--- src/rtl/swscm_pkg.sv ---
// Shared types and constants of the sigma-clipped moving average block.
// No dependencies; used by every module under rtl.
`timescale 1ns / 1ps

package swscm_pkg;

    // Defaults of the top-level parameters.
    localparam int DEF_WINDOW_DEPTH = 16;
    localparam int DEF_SAMPLE_BITS  = 10;

    // Fixed field widths.
    localparam int ABSORB_BITS  = 8;
    localparam int WLEN_BITS    = 5;
    localparam int MEAN_BITS    = 10;
    localparam int COUNT_BITS   = 5;
    localparam int DIVISOR_BITS = 8;
    localparam int STEP_BITS    = 6;

    // Configuration register indexes.
    localparam logic CFG_ABSORB = 1'b0;
    localparam logic CFG_WLEN   = 1'b1;

    // Command to the shared divide / square root unit.
    typedef struct packed {
        logic                 start;
        logic                 is_sqrt;
        logic [STEP_BITS-1:0] steps;
    } swscm_cmd_t;

    // Status of the shared unit.
    typedef struct packed {
        logic busy;
        logic done;
    } swscm_stat_t;

    // Control of the window store.
    typedef struct packed {
        logic push;
        logic rotate;
    } swscm_win_ctl_t;

endpackage

--- src/rtl/swscm_divsqrt.sv ---
// Shared iterative unit: restoring divide (one quotient bit per cycle) and
// digit-by-digit square root (two radicand bits per cycle). Uses swscm_pkg.
`timescale 1ns / 1ps

module swscm_divsqrt #(
    parameter int OPER_BITS = 26
) (
    input  logic                               clk,
    input  logic                               rst_n,
    input  swscm_pkg::swscm_cmd_t              cmd,
    input  logic [OPER_BITS-1:0]               dividend,
    input  logic [swscm_pkg::DIVISOR_BITS-1:0] divisor,
    output swscm_pkg::swscm_stat_t             stat,
    output logic [OPER_BITS-1:0]               quotient
);

    localparam int RW = OPER_BITS / 2 + 2;

    logic [OPER_BITS-1:0]               num_reg;
    logic [OPER_BITS-1:0]               q_reg;
    logic [RW-1:0]                      rem_reg;
    logic [swscm_pkg::STEP_BITS-1:0]    cnt_reg;
    logic [swscm_pkg::DIVISOR_BITS-1:0] dvs_reg;
    logic                               sqrt_reg;
    logic                               busy_reg;
    logic                               done_reg;

    logic [RW-1:0]                      shifted;
    logic [RW-1:0]                      trial;
    logic                               ge;
    logic [swscm_pkg::STEP_BITS-1:0]    align;

    always_comb
    begin
        if (sqrt_reg)
        begin
            shifted = {rem_reg[RW-3:0], num_reg[OPER_BITS-1 -: 2]};
            trial   = {q_reg[RW-3:0], 2'b01};
        end
        else
        begin
            shifted = {rem_reg[RW-2:0], num_reg[OPER_BITS-1]};
            trial   = RW'(dvs_reg);
        end
    end

    assign ge = (shifted >= trial);

    // The operand is left-aligned so that only the requested steps run.
    assign align = swscm_pkg::STEP_BITS'(OPER_BITS)
                   - (cmd.is_sqrt ? {cmd.steps[swscm_pkg::STEP_BITS-2:0], 1'b0} : cmd.steps);

    always_ff @(posedge clk or negedge rst_n)
    begin
        if (!rst_n)
        begin
            busy_reg <= 1'b0;
            done_reg <= 1'b0;
            sqrt_reg <= 1'b0;
            cnt_reg  <= '0;
        end
        else
        begin
            done_reg <= 1'b0;
            if (cmd.start && !busy_reg)
            begin
                busy_reg <= 1'b1;
                sqrt_reg <= cmd.is_sqrt;
                cnt_reg  <= cmd.steps;
            end
            else if (busy_reg)
            begin
                cnt_reg <= cnt_reg - 1'b1;
                if (cnt_reg == swscm_pkg::STEP_BITS'(1))
                begin
                    busy_reg <= 1'b0;
                    done_reg <= 1'b1;
                end
            end
        end
    end

    always_ff @(posedge clk)
    begin
        if (cmd.start && !busy_reg)
        begin
            num_reg <= dividend << align;
            dvs_reg <= divisor;
            rem_reg <= '0;
            q_reg   <= '0;
        end
        else if (busy_reg)
        begin
            rem_reg <= ge ? (shifted - trial) : shifted;
            q_reg   <= {q_reg[OPER_BITS-2:0], ge};
            num_reg <= sqrt_reg ? (num_reg << 2) : (num_reg << 1);
        end
    end

    assign stat.busy = busy_reg;
    assign stat.done = done_reg;
    assign quotient  = q_reg;

endmodule

--- src/rtl/swscm_window.sv ---
// Window store: shift register of group averages with push and rotate over
// the entries in use, so a walk always reads entry zero. Uses swscm_pkg.
`timescale 1ns / 1ps

module swscm_window #(
    parameter int WINDOW_DEPTH = swscm_pkg::DEF_WINDOW_DEPTH,
    parameter int SAMPLE_BITS  = swscm_pkg::DEF_SAMPLE_BITS
) (
    input  logic                               clk,
    input  logic                               rst_n,
    input  swscm_pkg::swscm_win_ctl_t          ctl,
    input  logic [$clog2(WINDOW_DEPTH+1)-1:0]  len,
    input  logic [SAMPLE_BITS-1:0]             push_data,
    output logic [SAMPLE_BITS-1:0]             head
);

    localparam int LW = $clog2(WINDOW_DEPTH + 1);

    logic [SAMPLE_BITS-1:0] entry_reg [WINDOW_DEPTH];

    // Entries at or beyond len keep their values on both push and rotate.
    always_ff @(posedge clk or negedge rst_n)
    begin
        if (!rst_n)
        begin
            for (int i = 0; i < WINDOW_DEPTH; i++)
            begin
                entry_reg[i] <= '0;
            end
        end
        else
        begin
            for (int i = 0; i < WINDOW_DEPTH; i++)
            begin
                if (LW'(i) < len)
                begin
                    if (ctl.push)
                    begin
                        entry_reg[i] <= (i == 0) ? push_data
                                        : entry_reg[(i + WINDOW_DEPTH - 1) % WINDOW_DEPTH];
                    end
                    else if (ctl.rotate)
                    begin
                        entry_reg[i] <= (LW'(i) == len - 1'b1) ? entry_reg[0]
                                        : entry_reg[(i + 1) % WINDOW_DEPTH];
                    end
                end
            end
        end
    end

    assign head = entry_reg[0];

endmodule

--- src/rtl/sliding_window_sigma_clipped_mean.sv ---
// Sigma-clipped moving average. An item that does not close a group is added to it.
// A closing item runs three or four divides and one square root in the shared unit
// (one quotient bit, or two radicand bits, per cycle) plus three walks over the entries
// of the window in use. The result then waits in an output register while the next
// item is taken.
// Reset is asynchronous: window entries and the group clear, absorb_count is 1, window_length 16.
`timescale 1ns / 1ps

module sliding_window_sigma_clipped_mean #(
    parameter int WINDOW_DEPTH = swscm_pkg::DEF_WINDOW_DEPTH,
    parameter int SAMPLE_BITS  = swscm_pkg::DEF_SAMPLE_BITS
) (
    input  logic                              clk,
    input  logic                              rst_n,
    input  logic                              cfg_valid,
    output logic                              cfg_ready,
    input  logic                              cfg_index,
    input  logic [swscm_pkg::ABSORB_BITS-1:0] cfg_data,
    input  logic                              sample_valid,
    output logic                              sample_stall,
    input  logic [SAMPLE_BITS-1:0]            sample,
    output logic                              result_valid,
    input  logic                              result_stall,
    output logic [swscm_pkg::MEAN_BITS-1:0]   corrected_mean,
    output logic [swscm_pkg::MEAN_BITS-1:0]   raw_mean,
    output logic [swscm_pkg::MEAN_BITS-1:0]   deviation,
    output logic [swscm_pkg::COUNT_BITS-1:0]  kept_count,
    output logic                              clipped_used
);

    localparam int LW         = $clog2(WINDOW_DEPTH + 1);
    localparam int DW         = 2 * SAMPLE_BITS + 2 * (($clog2(WINDOW_DEPTH) + 1) / 2);
    localparam int DVB        = DW / 2;
    localparam int SUM_BITS   = SAMPLE_BITS + swscm_pkg::ABSORB_BITS;
    localparam int SUM_STEPS  = SUM_BITS;
    localparam int MEAN_STEPS = SAMPLE_BITS + LW;
    localparam int VAR_STEPS  = DW;
    localparam int ROOT_STEPS = DW / 2;

    localparam logic [3:0] S_IDLE   = 4'd0;
    localparam logic [3:0] S_GDIV   = 4'd1;
    localparam logic [3:0] S_SUM    = 4'd2;
    localparam logic [3:0] S_MDIV   = 4'd3;
    localparam logic [3:0] S_SQ     = 4'd4;
    localparam logic [3:0] S_SQLAST = 4'd5;
    localparam logic [3:0] S_VDIV   = 4'd6;
    localparam logic [3:0] S_ROOT   = 4'd7;
    localparam logic [3:0] S_KEEP   = 4'd8;
    localparam logic [3:0] S_KDIV   = 4'd9;
    localparam logic [3:0] S_OUT    = 4'd10;

    logic [3:0]                        state_reg, state_next;
    logic [swscm_pkg::ABSORB_BITS-1:0] absorb_reg;
    logic [swscm_pkg::WLEN_BITS-1:0]   wlen_reg;
    logic [SUM_BITS-1:0]               gsum_reg, gsum_next;
    logic [swscm_pkg::ABSORB_BITS-1:0] gcnt_reg, gcnt_next;
    logic [DW-1:0]                     acc_reg, acc_next;
    logic [LW-1:0]                     idx_reg, idx_next;
    logic [LW-1:0]                     kept_reg, kept_next;
    logic [SAMPLE_BITS-1:0]            raw_reg, raw_next;
    logic [DVB-1:0]                    dev_reg, dev_next;
    logic [SAMPLE_BITS-1:0]            corr_reg, corr_next;
    logic                              used_reg, used_next;
    logic [2*SAMPLE_BITS-1:0]          prod_reg, prod_next;
    logic                              pv_reg, pv_next;
    logic                              valid_reg;
    logic                              load;

    logic [swscm_pkg::MEAN_BITS-1:0]   out_corr_reg;
    logic [swscm_pkg::MEAN_BITS-1:0]   out_raw_reg;
    logic [swscm_pkg::MEAN_BITS-1:0]   out_dev_reg;
    logic [swscm_pkg::COUNT_BITS-1:0]  out_kept_reg;
    logic                              out_used_reg;

    swscm_pkg::swscm_cmd_t             dsu_cmd;
    swscm_pkg::swscm_stat_t            dsu_stat;
    logic [DW-1:0]                     dsu_dividend;
    logic [swscm_pkg::DIVISOR_BITS-1:0] dsu_divisor;
    logic [DW-1:0]                     dsu_q;

    swscm_pkg::swscm_win_ctl_t         win_ctl;
    logic [SAMPLE_BITS-1:0]            head;

    logic [LW-1:0]                     len;
    logic [LW-1:0]                     len_m1;
    logic [swscm_pkg::ABSORB_BITS-1:0] absorb_eff;
    logic [SUM_BITS-1:0]               gsum_add;
    logic [swscm_pkg::ABSORB_BITS-1:0] gcnt_inc;
    logic [DW-1:0]                     acc_sum;
    logic signed [SAMPLE_BITS:0]       diff;
    logic signed [2*SAMPLE_BITS+1:0]   diff_sq;
    logic                              in_band;
    logic [LW-1:0]                     kept_after;
    logic [DW-1:0]                     acc_after;

    // Window length below two acts as two, above the depth as the depth.
    always_comb
    begin
        if (wlen_reg < swscm_pkg::WLEN_BITS'(2))
        begin
            len = LW'(2);
        end
        else if (32'(wlen_reg) > WINDOW_DEPTH)
        begin
            len = LW'(WINDOW_DEPTH);
        end
        else
        begin
            len = LW'(wlen_reg);
        end
    end

    assign len_m1     = len - 1'b1;
    assign absorb_eff = (absorb_reg == '0) ? swscm_pkg::ABSORB_BITS'(1) : absorb_reg;
    assign gsum_add   = gsum_reg + SUM_BITS'(sample);
    assign gcnt_inc   = gcnt_reg + 1'b1;
    assign acc_sum    = acc_reg + DW'(head);
    assign diff       = $signed({1'b0, head}) - $signed({1'b0, raw_reg});
    assign diff_sq    = diff * diff;

    // Strictly inside (raw - dev, raw + dev), written without signed values.
    assign in_band    = ((DVB+1)'(head) + (DVB+1)'(dev_reg) > (DVB+1)'(raw_reg))
                        && ((DVB+1)'(head) < (DVB+1)'(raw_reg) + (DVB+1)'(dev_reg));
    assign kept_after = in_band ? kept_reg + 1'b1 : kept_reg;
    assign acc_after  = in_band ? acc_sum : acc_reg;

    always_comb
    begin
        state_next   = state_reg;
        gsum_next    = gsum_reg;
        gcnt_next    = gcnt_reg;
        acc_next     = acc_reg;
        idx_next     = idx_reg;
        kept_next    = kept_reg;
        raw_next     = raw_reg;
        dev_next     = dev_reg;
        corr_next    = corr_reg;
        used_next    = used_reg;
        prod_next    = prod_reg;
        pv_next      = pv_reg;
        load         = 1'b0;
        dsu_cmd      = '0;
        dsu_dividend = '0;
        dsu_divisor  = '0;
        win_ctl      = '0;
        case (state_reg)
            S_IDLE:
            begin
                if (sample_valid)
                begin
                    if (gcnt_inc < absorb_eff)
                    begin
                        gsum_next = gsum_add;
                        gcnt_next = gcnt_inc;
                    end
                    else
                    begin
                        gsum_next     = '0;
                        gcnt_next     = '0;
                        dsu_cmd.start = 1'b1;
                        dsu_cmd.steps = swscm_pkg::STEP_BITS'(SUM_STEPS);
                        dsu_dividend  = DW'(gsum_add);
                        dsu_divisor   = absorb_eff;
                        state_next    = S_GDIV;
                    end
                end
            end
            S_GDIV:
            begin
                if (dsu_stat.done)
                begin
                    win_ctl.push = 1'b1;
                    acc_next     = '0;
                    idx_next     = '0;
                    state_next   = S_SUM;
                end
            end
            S_SUM:
            begin
                win_ctl.rotate = 1'b1;
                acc_next       = acc_sum;
                idx_next       = idx_reg + 1'b1;
                if (idx_reg == len_m1)
                begin
                    dsu_cmd.start = 1'b1;
                    dsu_cmd.steps = swscm_pkg::STEP_BITS'(MEAN_STEPS);
                    dsu_dividend  = acc_sum;
                    dsu_divisor   = swscm_pkg::DIVISOR_BITS'(len);
                    state_next    = S_MDIV;
                end
            end
            S_MDIV:
            begin
                if (dsu_stat.done)
                begin
                    raw_next   = dsu_q[SAMPLE_BITS-1:0];
                    acc_next   = '0;
                    idx_next   = '0;
                    pv_next    = 1'b0;
                    state_next = S_SQ;
                end
            end
            S_SQ:
            begin
                // The square is registered and added in the next cycle.
                win_ctl.rotate = 1'b1;
                prod_next      = diff_sq[2*SAMPLE_BITS-1:0];
                pv_next        = 1'b1;
                acc_next       = pv_reg ? acc_reg + DW'(prod_reg) : acc_reg;
                idx_next       = idx_reg + 1'b1;
                if (idx_reg == len_m1)
                begin
                    state_next = S_SQLAST;
                end
            end
            S_SQLAST:
            begin
                dsu_cmd.start = 1'b1;
                dsu_cmd.steps = swscm_pkg::STEP_BITS'(VAR_STEPS);
                dsu_dividend  = acc_reg + DW'(prod_reg);
                dsu_divisor   = swscm_pkg::DIVISOR_BITS'(len_m1);
                state_next    = S_VDIV;
            end
            S_VDIV:
            begin
                if (dsu_stat.done)
                begin
                    dsu_cmd.start   = 1'b1;
                    dsu_cmd.is_sqrt = 1'b1;
                    dsu_cmd.steps   = swscm_pkg::STEP_BITS'(ROOT_STEPS);
                    dsu_dividend    = dsu_q;
                    state_next      = S_ROOT;
                end
            end
            S_ROOT:
            begin
                if (dsu_stat.done)
                begin
                    dev_next   = dsu_q[DVB-1:0];
                    acc_next   = '0;
                    kept_next  = '0;
                    idx_next   = '0;
                    state_next = S_KEEP;
                end
            end
            S_KEEP:
            begin
                win_ctl.rotate = 1'b1;
                acc_next       = acc_after;
                kept_next      = kept_after;
                idx_next       = idx_reg + 1'b1;
                if (idx_reg == len_m1)
                begin
                    if (dev_reg != '0 && kept_after != '0)
                    begin
                        dsu_cmd.start = 1'b1;
                        dsu_cmd.steps = swscm_pkg::STEP_BITS'(MEAN_STEPS);
                        dsu_dividend  = acc_after;
                        dsu_divisor   = swscm_pkg::DIVISOR_BITS'(kept_after);
                        state_next    = S_KDIV;
                    end
                    else
                    begin
                        corr_next  = raw_reg;
                        used_next  = 1'b0;
                        state_next = S_OUT;
                    end
                end
            end
            S_KDIV:
            begin
                if (dsu_stat.done)
                begin
                    corr_next  = dsu_q[SAMPLE_BITS-1:0];
                    used_next  = 1'b1;
                    state_next = S_OUT;
                end
            end
            S_OUT:
            begin
                if (!valid_reg || !result_stall)
                begin
                    load       = 1'b1;
                    state_next = S_IDLE;
                end
            end
            default:
            begin
                state_next = S_IDLE;
            end
        endcase
    end

    always_ff @(posedge clk or negedge rst_n)
    begin
        if (!rst_n)
        begin
            state_reg  <= S_IDLE;
            absorb_reg <= swscm_pkg::ABSORB_BITS'(1);
            wlen_reg   <= swscm_pkg::WLEN_BITS'(16);
            gsum_reg   <= '0;
            gcnt_reg   <= '0;
            idx_reg    <= '0;
            pv_reg     <= 1'b0;
            valid_reg  <= 1'b0;
        end
        else
        begin
            state_reg <= state_next;
            gsum_reg  <= gsum_next;
            gcnt_reg  <= gcnt_next;
            idx_reg   <= idx_next;
            pv_reg    <= pv_next;
            if (cfg_valid)
            begin
                case (cfg_index)
                    swscm_pkg::CFG_ABSORB: absorb_reg <= cfg_data;
                    swscm_pkg::CFG_WLEN:   wlen_reg   <= cfg_data[swscm_pkg::WLEN_BITS-1:0];
                    default:               absorb_reg <= absorb_reg;
                endcase
            end
            if (load)
            begin
                valid_reg <= 1'b1;
            end
            else if (!result_stall)
            begin
                valid_reg <= 1'b0;
            end
        end
    end

    always_ff @(posedge clk)
    begin
        acc_reg  <= acc_next;
        kept_reg <= kept_next;
        raw_reg  <= raw_next;
        dev_reg  <= dev_next;
        corr_reg <= corr_next;
        used_reg <= used_next;
        prod_reg <= prod_next;
        if (load)
        begin
            out_corr_reg <= swscm_pkg::MEAN_BITS'(corr_reg);
            out_raw_reg  <= swscm_pkg::MEAN_BITS'(raw_reg);
            out_dev_reg  <= swscm_pkg::MEAN_BITS'(dev_reg);
            out_kept_reg <= swscm_pkg::COUNT_BITS'(kept_reg);
            out_used_reg <= used_reg;
        end
    end

    swscm_divsqrt #(
        .OPER_BITS(DW)
    ) u_divsqrt (
        .clk      (clk),
        .rst_n    (rst_n),
        .cmd      (dsu_cmd),
        .dividend (dsu_dividend),
        .divisor  (dsu_divisor),
        .stat     (dsu_stat),
        .quotient (dsu_q)
    );

    swscm_window #(
        .WINDOW_DEPTH(WINDOW_DEPTH),
        .SAMPLE_BITS (SAMPLE_BITS)
    ) u_window (
        .clk       (clk),
        .rst_n     (rst_n),
        .ctl       (win_ctl),
        .len       (len),
        .push_data (dsu_q[SAMPLE_BITS-1:0]),
        .head      (head)
    );

    assign cfg_ready      = 1'b1;
    assign sample_stall   = (state_reg != S_IDLE);
    assign result_valid   = valid_reg;
    assign corrected_mean = out_corr_reg;
    assign raw_mean       = out_raw_reg;
    assign deviation      = out_dev_reg;
    assign kept_count     = out_kept_reg;
    assign clipped_used   = out_used_reg;

    // The shared unit is never restarted while it is still iterating.
    a_no_start_busy: assert property (@(posedge clk) disable iff (!rst_n)
        dsu_cmd.start |-> !dsu_stat.busy)
        else $error("shared unit started while busy");

    // A finished operation is only reported while the sequencer waits for it.
    a_done_in_wait: assert property (@(posedge clk) disable iff (!rst_n)
        dsu_stat.done |-> (state_reg == S_GDIV || state_reg == S_MDIV
                           || state_reg == S_VDIV || state_reg == S_ROOT
                           || state_reg == S_KDIV))
        else $error("shared unit finished outside a wait state");

    // The kept count never runs past the entries already visited.
    a_kept_bound: assert property (@(posedge clk) disable iff (!rst_n)
        state_reg == S_KEEP |-> kept_reg <= idx_reg)
        else $error("kept count exceeds walked entries");

    // An item is only taken when no closing item is still at work.
    a_take_idle: assert property (@(posedge clk) disable iff (!rst_n)
        (sample_valid && !sample_stall) |=> ($past(state_reg) == S_IDLE))
        else $error("item taken while busy");

endmodule
--- config.mk ---
export PLATFORM = sky130hd
export DESIGN_NAME = sliding_window_sigma_clipped_mean
export DESIGN_NICKNAME = d
export VERILOG_FILES = /design/src/rtl/swscm_pkg.sv /design/src/rtl/swscm_divsqrt.sv /design/src/rtl/swscm_window.sv /design/src/rtl/sliding_window_sigma_clipped_mean.sv
export SDC_FILE = /design/constraint.sdc
export NUM_CORES = 1
export LEC_CHECK = 0
export BUFFER_PORTS_ARGS = -buffer_cell sky130_fd_sc_hd__clkbuf_2
export CAP_MARGIN = 20
export CORE_ASPECT_RATIO = 0.7
export CORE_MARGIN = 2
export CORE_UTILIZATION = 35
export DETAILED_ROUTE_END_ITERATION = 10
export HOLD_SLACK_MARGIN = 0.03
export PLACE_DENSITY = 0.53
export REMOVE_ABC_BUFFERS = 1
export SLEW_MARGIN = 20
export SYNTH_ARGS = -nofsm -noshare
export SYNTH_HDL_FRONTEND = slang
export SYNTH_SLANG_ARGS = --single-unit
--- constraint.sdc ---
create_clock -name clk -period 8.28 [get_ports clk]
set_input_delay 0.414 -clock clk [delete_from_list [all_inputs] [get_ports clk]]
set_output_delay 0.414 -clock clk [all_outputs]
set_load 0.01 [all_outputs]
# Yosys cells after proc, flatten, opt, wreduce, memory -nomap -nowiden
# Index checks and enable logic that the tools add are counted.
dict set report word_totals {
  regBits 406
  inputBits 24
  out_inout_bits 39
  elab_cells 305
}
dict set report classes {
  eq_ne 42
  n_shift 1
  n_reduce_logical 49
  multipliers 1
  n_mux 132
  n_addsub 13
  n_lt_le_gt_ge 22
  n_bitwise 1
}
# cell n
set ops {}
lappend ops {{two-way mux 10 bit} 50}
lappend ops {{two-way mux 24 bit} 10}
lappend ops {{case mux 24 bit (5 select lines)} 1}
lappend ops {{case mux 24 bit (4 select lines)} 1}
lappend ops {{two-way mux 4 bit} 14}
lappend ops {{two-way mux 18 bit} 3}
lappend ops {{AND reduction 2 bit} 23}
lappend ops {{two-way mux 5 bit} 9}
lappend ops {{case mux 4 bit (11 select lines)} 1}
lappend ops {{less-than comparator 4 x 5 -> 1 bit (first input constant)} 8}
lappend ops {{two-way mux 8 bit} 5}
lappend ops {{equality test 4 x 5 -> 1 bit (first input constant)} 7}
lappend ops {{case mux 8 bit (4 select lines)} 1}
lappend ops {{case mux 6 bit (5 select lines)} 1}
lappend ops {{two-way mux 14 bit} 2}
lappend ops {{adder 10 x 12 -> 13 bit} 2}
lappend ops {{adder 24 x 10 -> 24 bit} 1}
lappend ops {{adder 24 x 20 -> 24 bit} 1}
lappend ops {{<< shifter 24 x 6 -> 24 bit} 1}
lappend ops {{two-way mux 1 bit} 23}
lappend ops {{equality test 3 x 5 -> 1 bit (first input constant)} 4}
lappend ops {{less-than comparator 3 x 5 -> 1 bit (first input constant)} 4}
lappend ops {{multiplier 11 x 11 -> 20 bit} 1}
lappend ops {{case mux 10 bit (2 select lines)} 1}
lappend ops {{other kinds (47)} 87}

# Logic depth before layout (Yosys ltp)
# Gate-level depths: netlist (run 1).
dict set report depth {
  depth_word 13
  depth_mapped 31
  mapped_depth_nobuf 31
}

# Cells and area by module
# From an unflattened synthesis (run 1), not the netlist that was laid out.
dict set report hier_totals {
  hier_cells 3406
  hier_area_um2 30912.1
}
# mod area_per_inst_um2 seq_area_each_um2 cells_per_inst instances
set by_module_without_submodules {}
lappend by_module_without_submodules {sliding_window_sigma_clipped_mean 15823.9 4767.1 1709 1}
lappend by_module_without_submodules {swscm_window 9326.4 4003.8 1058 1}
lappend by_module_without_submodules {swscm_divsqrt 5761.8 1926.8 639 1}

# Worst setup path after synthesis (run 1)
# OpenSTA, ideal clock, no wires.
dict set report synth_path {
  kind {flip-flop to flip-flop}
  from {register u_window.entry_reg, in the netlist u_window.head[0]}
  to {register prod_reg[18], data pin}
  setup_time_ns 0.271
  path_stages_with_launch 30
  n_path_buf 1
  arrival_time_ns 6.918
  required_time_ns 8.009
  slack_ns 1.090
  period_less_slack_ns 7.190
  path_cell_list {dfrtp_1 -> inv_1 -> ha_1 -> inv_1 -> fa_1 -> a21o_1 -> a21oi_1 -> o21bai_1 -> a21oi_1 -> o21bai_1 -> a21oi_1 -> o21ai_1 -> inv_1 -> clkbuf_1 -> nand2_1 -> fa_1 -> fa_1 -> fa_1 -> inv_1 -> fa_1 -> fa_1 -> ha_1 -> a21boi_0 -> o21ai_0 -> a21boi_0 -> o21ai_0 -> nand2b_1 -> a31oi_1 -> mux2i_1 -> o2111ai_1}
}
dict set report synth_via {
  elab_chain_len 2
}
# element line
set synth_rtl {}
lappend synth_rtl {{start: declaration} swscm_window.sv:19} ;# logic [SAMPLE_BITS-1:0] entry_reg [WINDOW_DEPTH];
lappend synth_rtl {{start signal: indexed assignment} swscm_window.sv:39} ;# entry_reg[i] <= (i == 0) ? push_data
lappend synth_rtl {{start signal: indexed assignment} swscm_window.sv:44} ;# entry_reg[i] <= (LW'(i) == len - 1'b1) ? entry_reg[0]
lappend synth_rtl {{subtractor 10 x 10 -> 11 bit} sliding_window_sigma_clipped_mean.sv:118} ;# assign diff = $signed({1'b0, head}) - $signed({1'b0, raw_reg});
lappend synth_rtl {{multiplier 11 x 11 -> 20 bit} sliding_window_sigma_clipped_mean.sv:119} ;# assign diff_sq = diff * diff;
lappend synth_rtl {{net diff_sq[18]} sliding_window_sigma_clipped_mean.sv:91} ;# logic signed [2*SAMPLE_BITS+1:0] diff_sq;
lappend synth_rtl {{end signal: assignment} sliding_window_sigma_clipped_mean.sv:341} ;# prod_reg <= prod_next;
lappend synth_rtl {{end: declaration} sliding_window_sigma_clipped_mean.sv:64} ;# logic [2*SAMPLE_BITS-1:0] prod_reg, prod_next;
# The timed path passes the listed nets, and every way through them passes these cells.
# A chain may end at the register's enable or synchronous reset.

# Worst setup path in the final report (run 1)
dict set report layout_path {
  from {register raw_reg[1]}
  to {register prod_reg[18], data pin}
}
dict set report layout_via {
  elab_chain_len 2
}
# element line
set layout_rtl {}
lappend layout_rtl {{start: declaration} sliding_window_sigma_clipped_mean.sv:60} ;# logic [SAMPLE_BITS-1:0] raw_reg, raw_next;
lappend layout_rtl {{start signal: assignment} sliding_window_sigma_clipped_mean.sv:337} ;# raw_reg <= raw_next;
lappend layout_rtl {{subtractor 10 x 10 -> 11 bit} sliding_window_sigma_clipped_mean.sv:118}
lappend layout_rtl {{multiplier 11 x 11 -> 20 bit} sliding_window_sigma_clipped_mean.sv:119}
lappend layout_rtl {{net diff_sq[18]} sliding_window_sigma_clipped_mean.sv:91}
# The timed path passes the listed nets, and every way through them passes these cells.

==> results.json, run 1 <==
{
  "synth-edff-count": 149,
  "fin_nets": 3555,
  "grt_usage_pct": 20.2,
  "grt_max_degree": 98,
  "final_util_pct": 39.1,
  "cts-buffers-inserted": 47,
  "rows": 89,
  "syn-mean-instance-area_sq_um": 9.08,
  "drv_slew": 0,
  "critical_path_required_ns": 8.62,
  "antenna_left": 0,
  "synth-compound-area-share_pct": 19.1,
  "die_area_sq_mm": 0.0870,
  "regArea_sq_mm": 0.0107,
  "die_h_um": 247,
  "dp_hpwl_mm": 65.0,
  "yosysUniqueCellTypes": 98,
  "vias_per_cell": 5.41,
  "layout_commonest_cell": "nand2_1",
  "overflow": 0,
  "gp_congestion": 0.921,
  "drc": 0,
  "clock_latency_ns": 0.61,
  "rsz0062_at_grt": "false",
  "syn_inst": 3263,
  "start_kind": "flop",
  "slowest_stage": "fa_1",
  "hold_path_class": "in -> reg",
  "period_share_pct": 93.8,
  "wl_mm": 88.0,
  "cp_common_cell": "fa_1",
  "drive_gt1_share_pct": 8.83,
  "grt_first_pass_wirelength_mm": 137,
  "htreeDepth": 2,
  "ys_ff_latch": 405,
  "vias": 24022,
  "dr.pass1.iters": 7,
  "fmax_mhz": 129,
  "port_buffers": 61,
  "yosys.area_share.xor_xnor_pct": 4.36,
  "fin_crit_ns": 7.77,
  "tightestPinTransition_ns": 1.07,
  "clk_pin_slew_worst_paths_ns": 0.06,
  "cp.arrival_ns": 8.11,
  "detail_route.wl_per_cell_um": 19.8,
  "yosys_warnings": 0,
  "cts_tree": "done",
  "synth_area_leader_cell": "dfrtp_1",
  "drv_cap": 0,
  "clockRootBuffer": "clkbuf_16",
  "relSlewSlack_pct": 27.6,
  "cts.path.max_buffers": 3,
  "synth_top_family_by_area": "compound AO/OA/AOI/OAI gates",
  "synth_seq_area_share_pct": 36.1,
  "synth_area_sq_mm": 0.0296,
  "crit_path_end_kind": "flop",
  "fillCellCount": 8473,
  "crit_type": "reg -> reg",
  "cts.sinks": 405,
  "ios": 63,
  "finalHoldViolCount": 0,
  "final_cell_mix": "nand2_1, o21ai_0, nor2_1",
  "cp_max_fo": 8,
  "synth_area_leaders": "dfrtp_1, edfxtp_1, fa_1",
  "setup_viol": 0,
  "outcome": "finished, final reports clean",
  "multiInputGateArea_sq_mm": 0.0175,
  "muxShareOfSynthArea_pct": 8.17,
  "synth-simple-area-share_pct": 13.8,
  "antenna_found_initial": 0,
  "dominantRegCellSynth": "dfrtp_1",
  "num_antenna_cells": 0,
  "tns_ns": 0,
  "async_flop_share_pct": 54.1,
  "max_stage_delay_ns": 0.54,
  "synthAdderAreaFrac_pct": 13.5,
  "synth_top_area_share_pct": 18.3,
  "largest_reg_flops": 150,
  "start_util_pct": 35.2,
  "reg2reg_slack_ns": 0.51,
  "clock_skew_ns": 0.0246,
  "die_x_um": 352,
  "core-area_sq_mm": 0.0841,
  "grt_pass1_vias": 22308,
  "syn2layout_area_growth_pct": 11.0,
  "drtIter0Drc": 2223
}
==> cell families after synthesis <==
| family | after synthesis |
|---|---|
| buf+inv | 378 |
| mux | 237 |
| fa+ha+maj | 260 |
| flops | 405 |
| simple gates | 928 |
| xor+xnor | 143 |
| other cells | 1 |
| compound gates | 911 |
==> critical path, delay by kind of cell, from the launching register on <==
family                   cells  cell delay, ns
flip-flops                   1            0.43
adder cells (fa/ha/maj)      7            3.13
AND/OR/NAND/NOR              2            0.26
XOR/XNOR                     1            0.35
buffers and inverters        3            0.46
multiplexers                 1            0.23
AO/OA/AOI/OAI               14            2.64
==> final cells by class <==
class / instances / area share (%)
Tap cell: 1137 / 4.33
Inverter: 204 / 2.35
Clock inverter: 27 / 0.853
Clock buffer: 58 / 3.99
Sequential cell: 405 / 32.6
Timing Repair Buffer: 133 / 2.63
Multi-Input combinational cell: 2480 / 53.3
==> worst paths after layout <==
path | from | to | cells past startpoint
max | raw_reg[1] | prod_reg[18] | 28
min | cfg_data[3] | absorb_reg[3] | 3
max reg2reg | raw_reg[1] | prod_reg[18] | 28
min reg2reg | used_reg | clipped_used | 0
max in group asynchronous | rst_n | u_divsqrt.sqrt_reg | 3
min in group asynchronous | rst_n | u_window.entry_reg[24] | 2
==> per-stage QoR <==
step / setup slack [ns] / cells / area, sq um / hold slack, ns
2_1_floorplan: 0.354 / 3089 / 28900 / 0.118
3_3_place_gp: 0.592 / 4355 / 31200 / 0.402
3_5_place_dp: 0.498 / 4355 / 31200 / 0.406
4_1_cts: 0.463 / 4444 / 32900 / 0.0543
5_1_grt: 0.00171 / 4444 / 32900 / 0.0885
6_report: 0.511 / 4444 / 32900 / 0.0824
==> Yosys cell counts, drive strengths merged, types with 19 or more instances <==
master	number
dfrtp	217
edfxtp	149
dfxtp	37
nor2	281
inv	203
nand3	43
a22oi	21
fa	101
o21ai	322
and3	32
o22ai	19
ha	159
nand2	407
a21o	45
a211oi	20
xnor2	90
a31oi	19
nor2b	23
o31ai	21
mux2i	198
a22o	31
xor2	53
a21oi	247
and2	28
mux2	39
clkbuf	145
nor3	29
buf	29
==> what timing repair did <==
item / 4_1_cts / 5_1_grt
hold buffers: 4 / 0
endpoints found under the hold margin: 98 / 0
resized for setup: 0 / 3
setup buffers: 0 / 0
endpoints found under the setup margin: 0 / 2
==> metal layers <==
layer	up-vias	wire, um	track usage [%]
met4	0	1290	3.85
met3	70	6890	3.83
met2	776	32900	26.0
met5	-	0	0
met1	11584	47000	33.6
li1	11592	-	-
Power of run 1 is not shown: default switching activity piles up to over one toggle a cycle in this logic, so the estimate is an artifact.
==> inputs of run 2 (changes only) <==
--- a/config.mk
+++ b/config.mk
@@ -12,6 +12,7 @@
 export CORE_UTILIZATION = 35
 export DETAILED_ROUTE_END_ITERATION = 10
 export HOLD_SLACK_MARGIN = 0.03
+export MAX_ROUTING_LAYER = met4
 export PLACE_DENSITY = 0.53
 export REMOVE_ABC_BUFFERS = 1
 export SLEW_MARGIN = 20
==> constraint.sdc (replaced) <==
create_clock -name clk -period 8.28 [get_ports clk]
set_input_delay 0.414 -clock clk [delete_from_list [all_inputs] [get_ports clk]]
set_output_delay 0.414 -clock clk [all_outputs]
set_load 0.05 [all_outputs]
==> results.json, run 2 (same netlist as run 1, synthesis figures left out) <==
{
  "fin_crit_ns": 7.74,
  "start_kind": "flop",
  "rr_worst_depth": 26,
  "drv_cap": 0,
  "cts.sinks": 405,
  "crit_path_end_kind": "flop",
  "clock_skew_ns": 0.0394,
  "multiInputGateArea_sq_mm": 0.0175,
  "fillCellCount": 8378,
  "wl_mm": 87.6,
  "fin_ws_ns": 0.543,
  "final_cell_mix": "nand2_1, o21ai_0, nor2_1",
  "cp_max_fo": 8,
  "clock_latency_ns": 0.61,
  "die_x_um": 352,
  "outcome": "finished, final reports clean",
  "rr_endpoint": "prod_reg[18]",
  "hold_path_class": "in -> reg",
  "rows": 89,
  "syn2layout_area_growth_pct": 11.7,
  "rsz0062_at_grt": "true",
  "core-area_sq_mm": 0.0841,
  "die_area_sq_mm": 0.0870,
  "num_antenna_cells": 0,
  "min_from": "cfg_data[3]",
  "crit_type": "reg -> reg",
  "detail_route.wl_per_cell_um": 19.7,
  "clockRootBuffer": "clkbuf_16",
  "placed_cells": 4356,
  "htreeDepth": 2,
  "dpl_worst_slack_ns": 0.441,
  "vias_per_cell": 5.41,
  "overflow": 0,
  "cts_tree": "done",
  "cts-buffers-inserted": 47,
  "reg2reg_slack_ns": 0.54,
  "cts.path.max_buffers": 3,
  "antenna_left": 0,
  "largest_reg_flops": 150,
  "regArea_sq_mm": 0.0107,
  "cp.arrival_ns": 8.08,
  "tightestPinTransition_ns": 1.14,
  "hold_depth": 3,
  "die_h_um": 247,
  "grt_pass1_vias": 22391,
  "setup_viol": 0,
  "grt_usage_pct": 20.7,
  "vias": 24073,
  "drv_slew": 0,
  "ios": 63,
  "grt_max_degree": 107,
  "finalHoldViolCount": 0,
  "drive_gt1_share_pct": 9.15,
  "fmax_mhz": 129,
  "grt_first_pass_wirelength_mm": 138,
  "final-instance-count-excl-fill": 4449,
  "gp_congestion": 0.932,
  "critical_path_required_ns": 8.62,
  "dr.pass1.iters": 6,
  "start_util_pct": 35.2,
  "period_share_pct": 93.4,
  "antenna_found_initial": 1,
  "layout_commonest_cell": "nand2_1",
  "relSlewSlack_pct": 23.0,
  "r2r_start": "raw_reg[0]",
  "whs_endpoint": "absorb_reg[3]",
  "dp_hpwl_mm": 64.9,
  "drc": 0,
  "clk_pin_slew_worst_paths_ns": 0.06,
  "drtIter0Drc": 2377,
  "port_buffers": 61,
  "fin_nets": 3557
}
-- run 2: cell count changes in the layout (fill, tap and decap cells not counted), sizes merged --
cell      previous run  this run
inv                205       207
clkbuf             118       116
clkinv              19        15
clkinvlp             3         4
buf                 69        71
bufinv               4        10
-- run 2: how the worst max path moves through the flow --
stage	start	end	slack (ns)	cells past startpoint
final	raw_reg[0]	prod_reg[18]	0.54	26
after global routing	raw_reg[0]	prod_reg[18]	-0.03	26
after CTS	raw_reg[0]	prod_reg[18]	0.40	27
after detailed placement	raw_reg[0]	prod_reg[18]	0.44	27
after global placement	u_window.head[0]	prod_reg[18]	0.54	28
after floorplan	state_reg[0]	u_window.entry_reg[140]	0.35	6
-- run 2: cell type report --
class	count	share of cell area [%]
Multi-Input combinational cell	2480	53.0
Sequential cell	405	32.3
Tap cell	1137	4.30
Clock buffer	56	3.91
Timing Repair Buffer	135	2.70
Inverter	204	2.34
Clock inverter	32	1.45
-- run 2: per-stage QoR --
stage	hold WS, ns	util, %	TNS (ns)	instance area (sq um)
floorplan	0.118	-	0	28900
global placement	0.402	37.1	0	31200
detailed placement	0.405	37.1	0	31200
CTS	0.0493	39.3	0	33000
global route	0.0854	39.3	-0.0342	33100
finish	0.0953	39.3	0	33100
-- run 2: timing repair --
action | 4_1_cts | 5_1_grt
setup endpoints to repair | 0 | 3
hold endpoints to repair | 107 | 0
setup buffers | 0 | 1
gates resized for setup | 0 | 4
hold buffers | 4 | 0
-- run 2: layer usage --
layer / track usage (%) / vias to the layer above / wire length, um
met5: - / - / 0
met3: 3.99 / 83 / 6870
li1: - / 11581 / -
met4: 3.58 / 0 / 1240
met2: 25.9 / 722 / 32900
met1: 33.5 / 11687 / 46600
-- run 2: worst max-delay path: stages (launching register included) --
cell and delay [ns]:
edfxtp_1 0.45, ha_1 0.18, inv_1 0.06, fa_1 0.39, a21o_1 0.20, a21oi_1 0.24, o21bai_1 0.11, a21oi_1 0.28
o21bai_1 0.12, a21oi_1 0.27, xnor2_1 0.38, nand2_1 0.26, fa_1 0.54, fa_1 0.52, fa_1 0.54, inv_1 0.05
fa_1 0.50, fa_1 0.49, ha_1 0.33, a21boi_0 0.16, o21ai_0 0.24, a21boi_0 0.17, o21ai_0 0.17, nand2b_1 0.12
a31oi_1 0.33, mux2i_1 0.24, o2111ai_1 0.13
Power of run 2 is left out for the same reason.
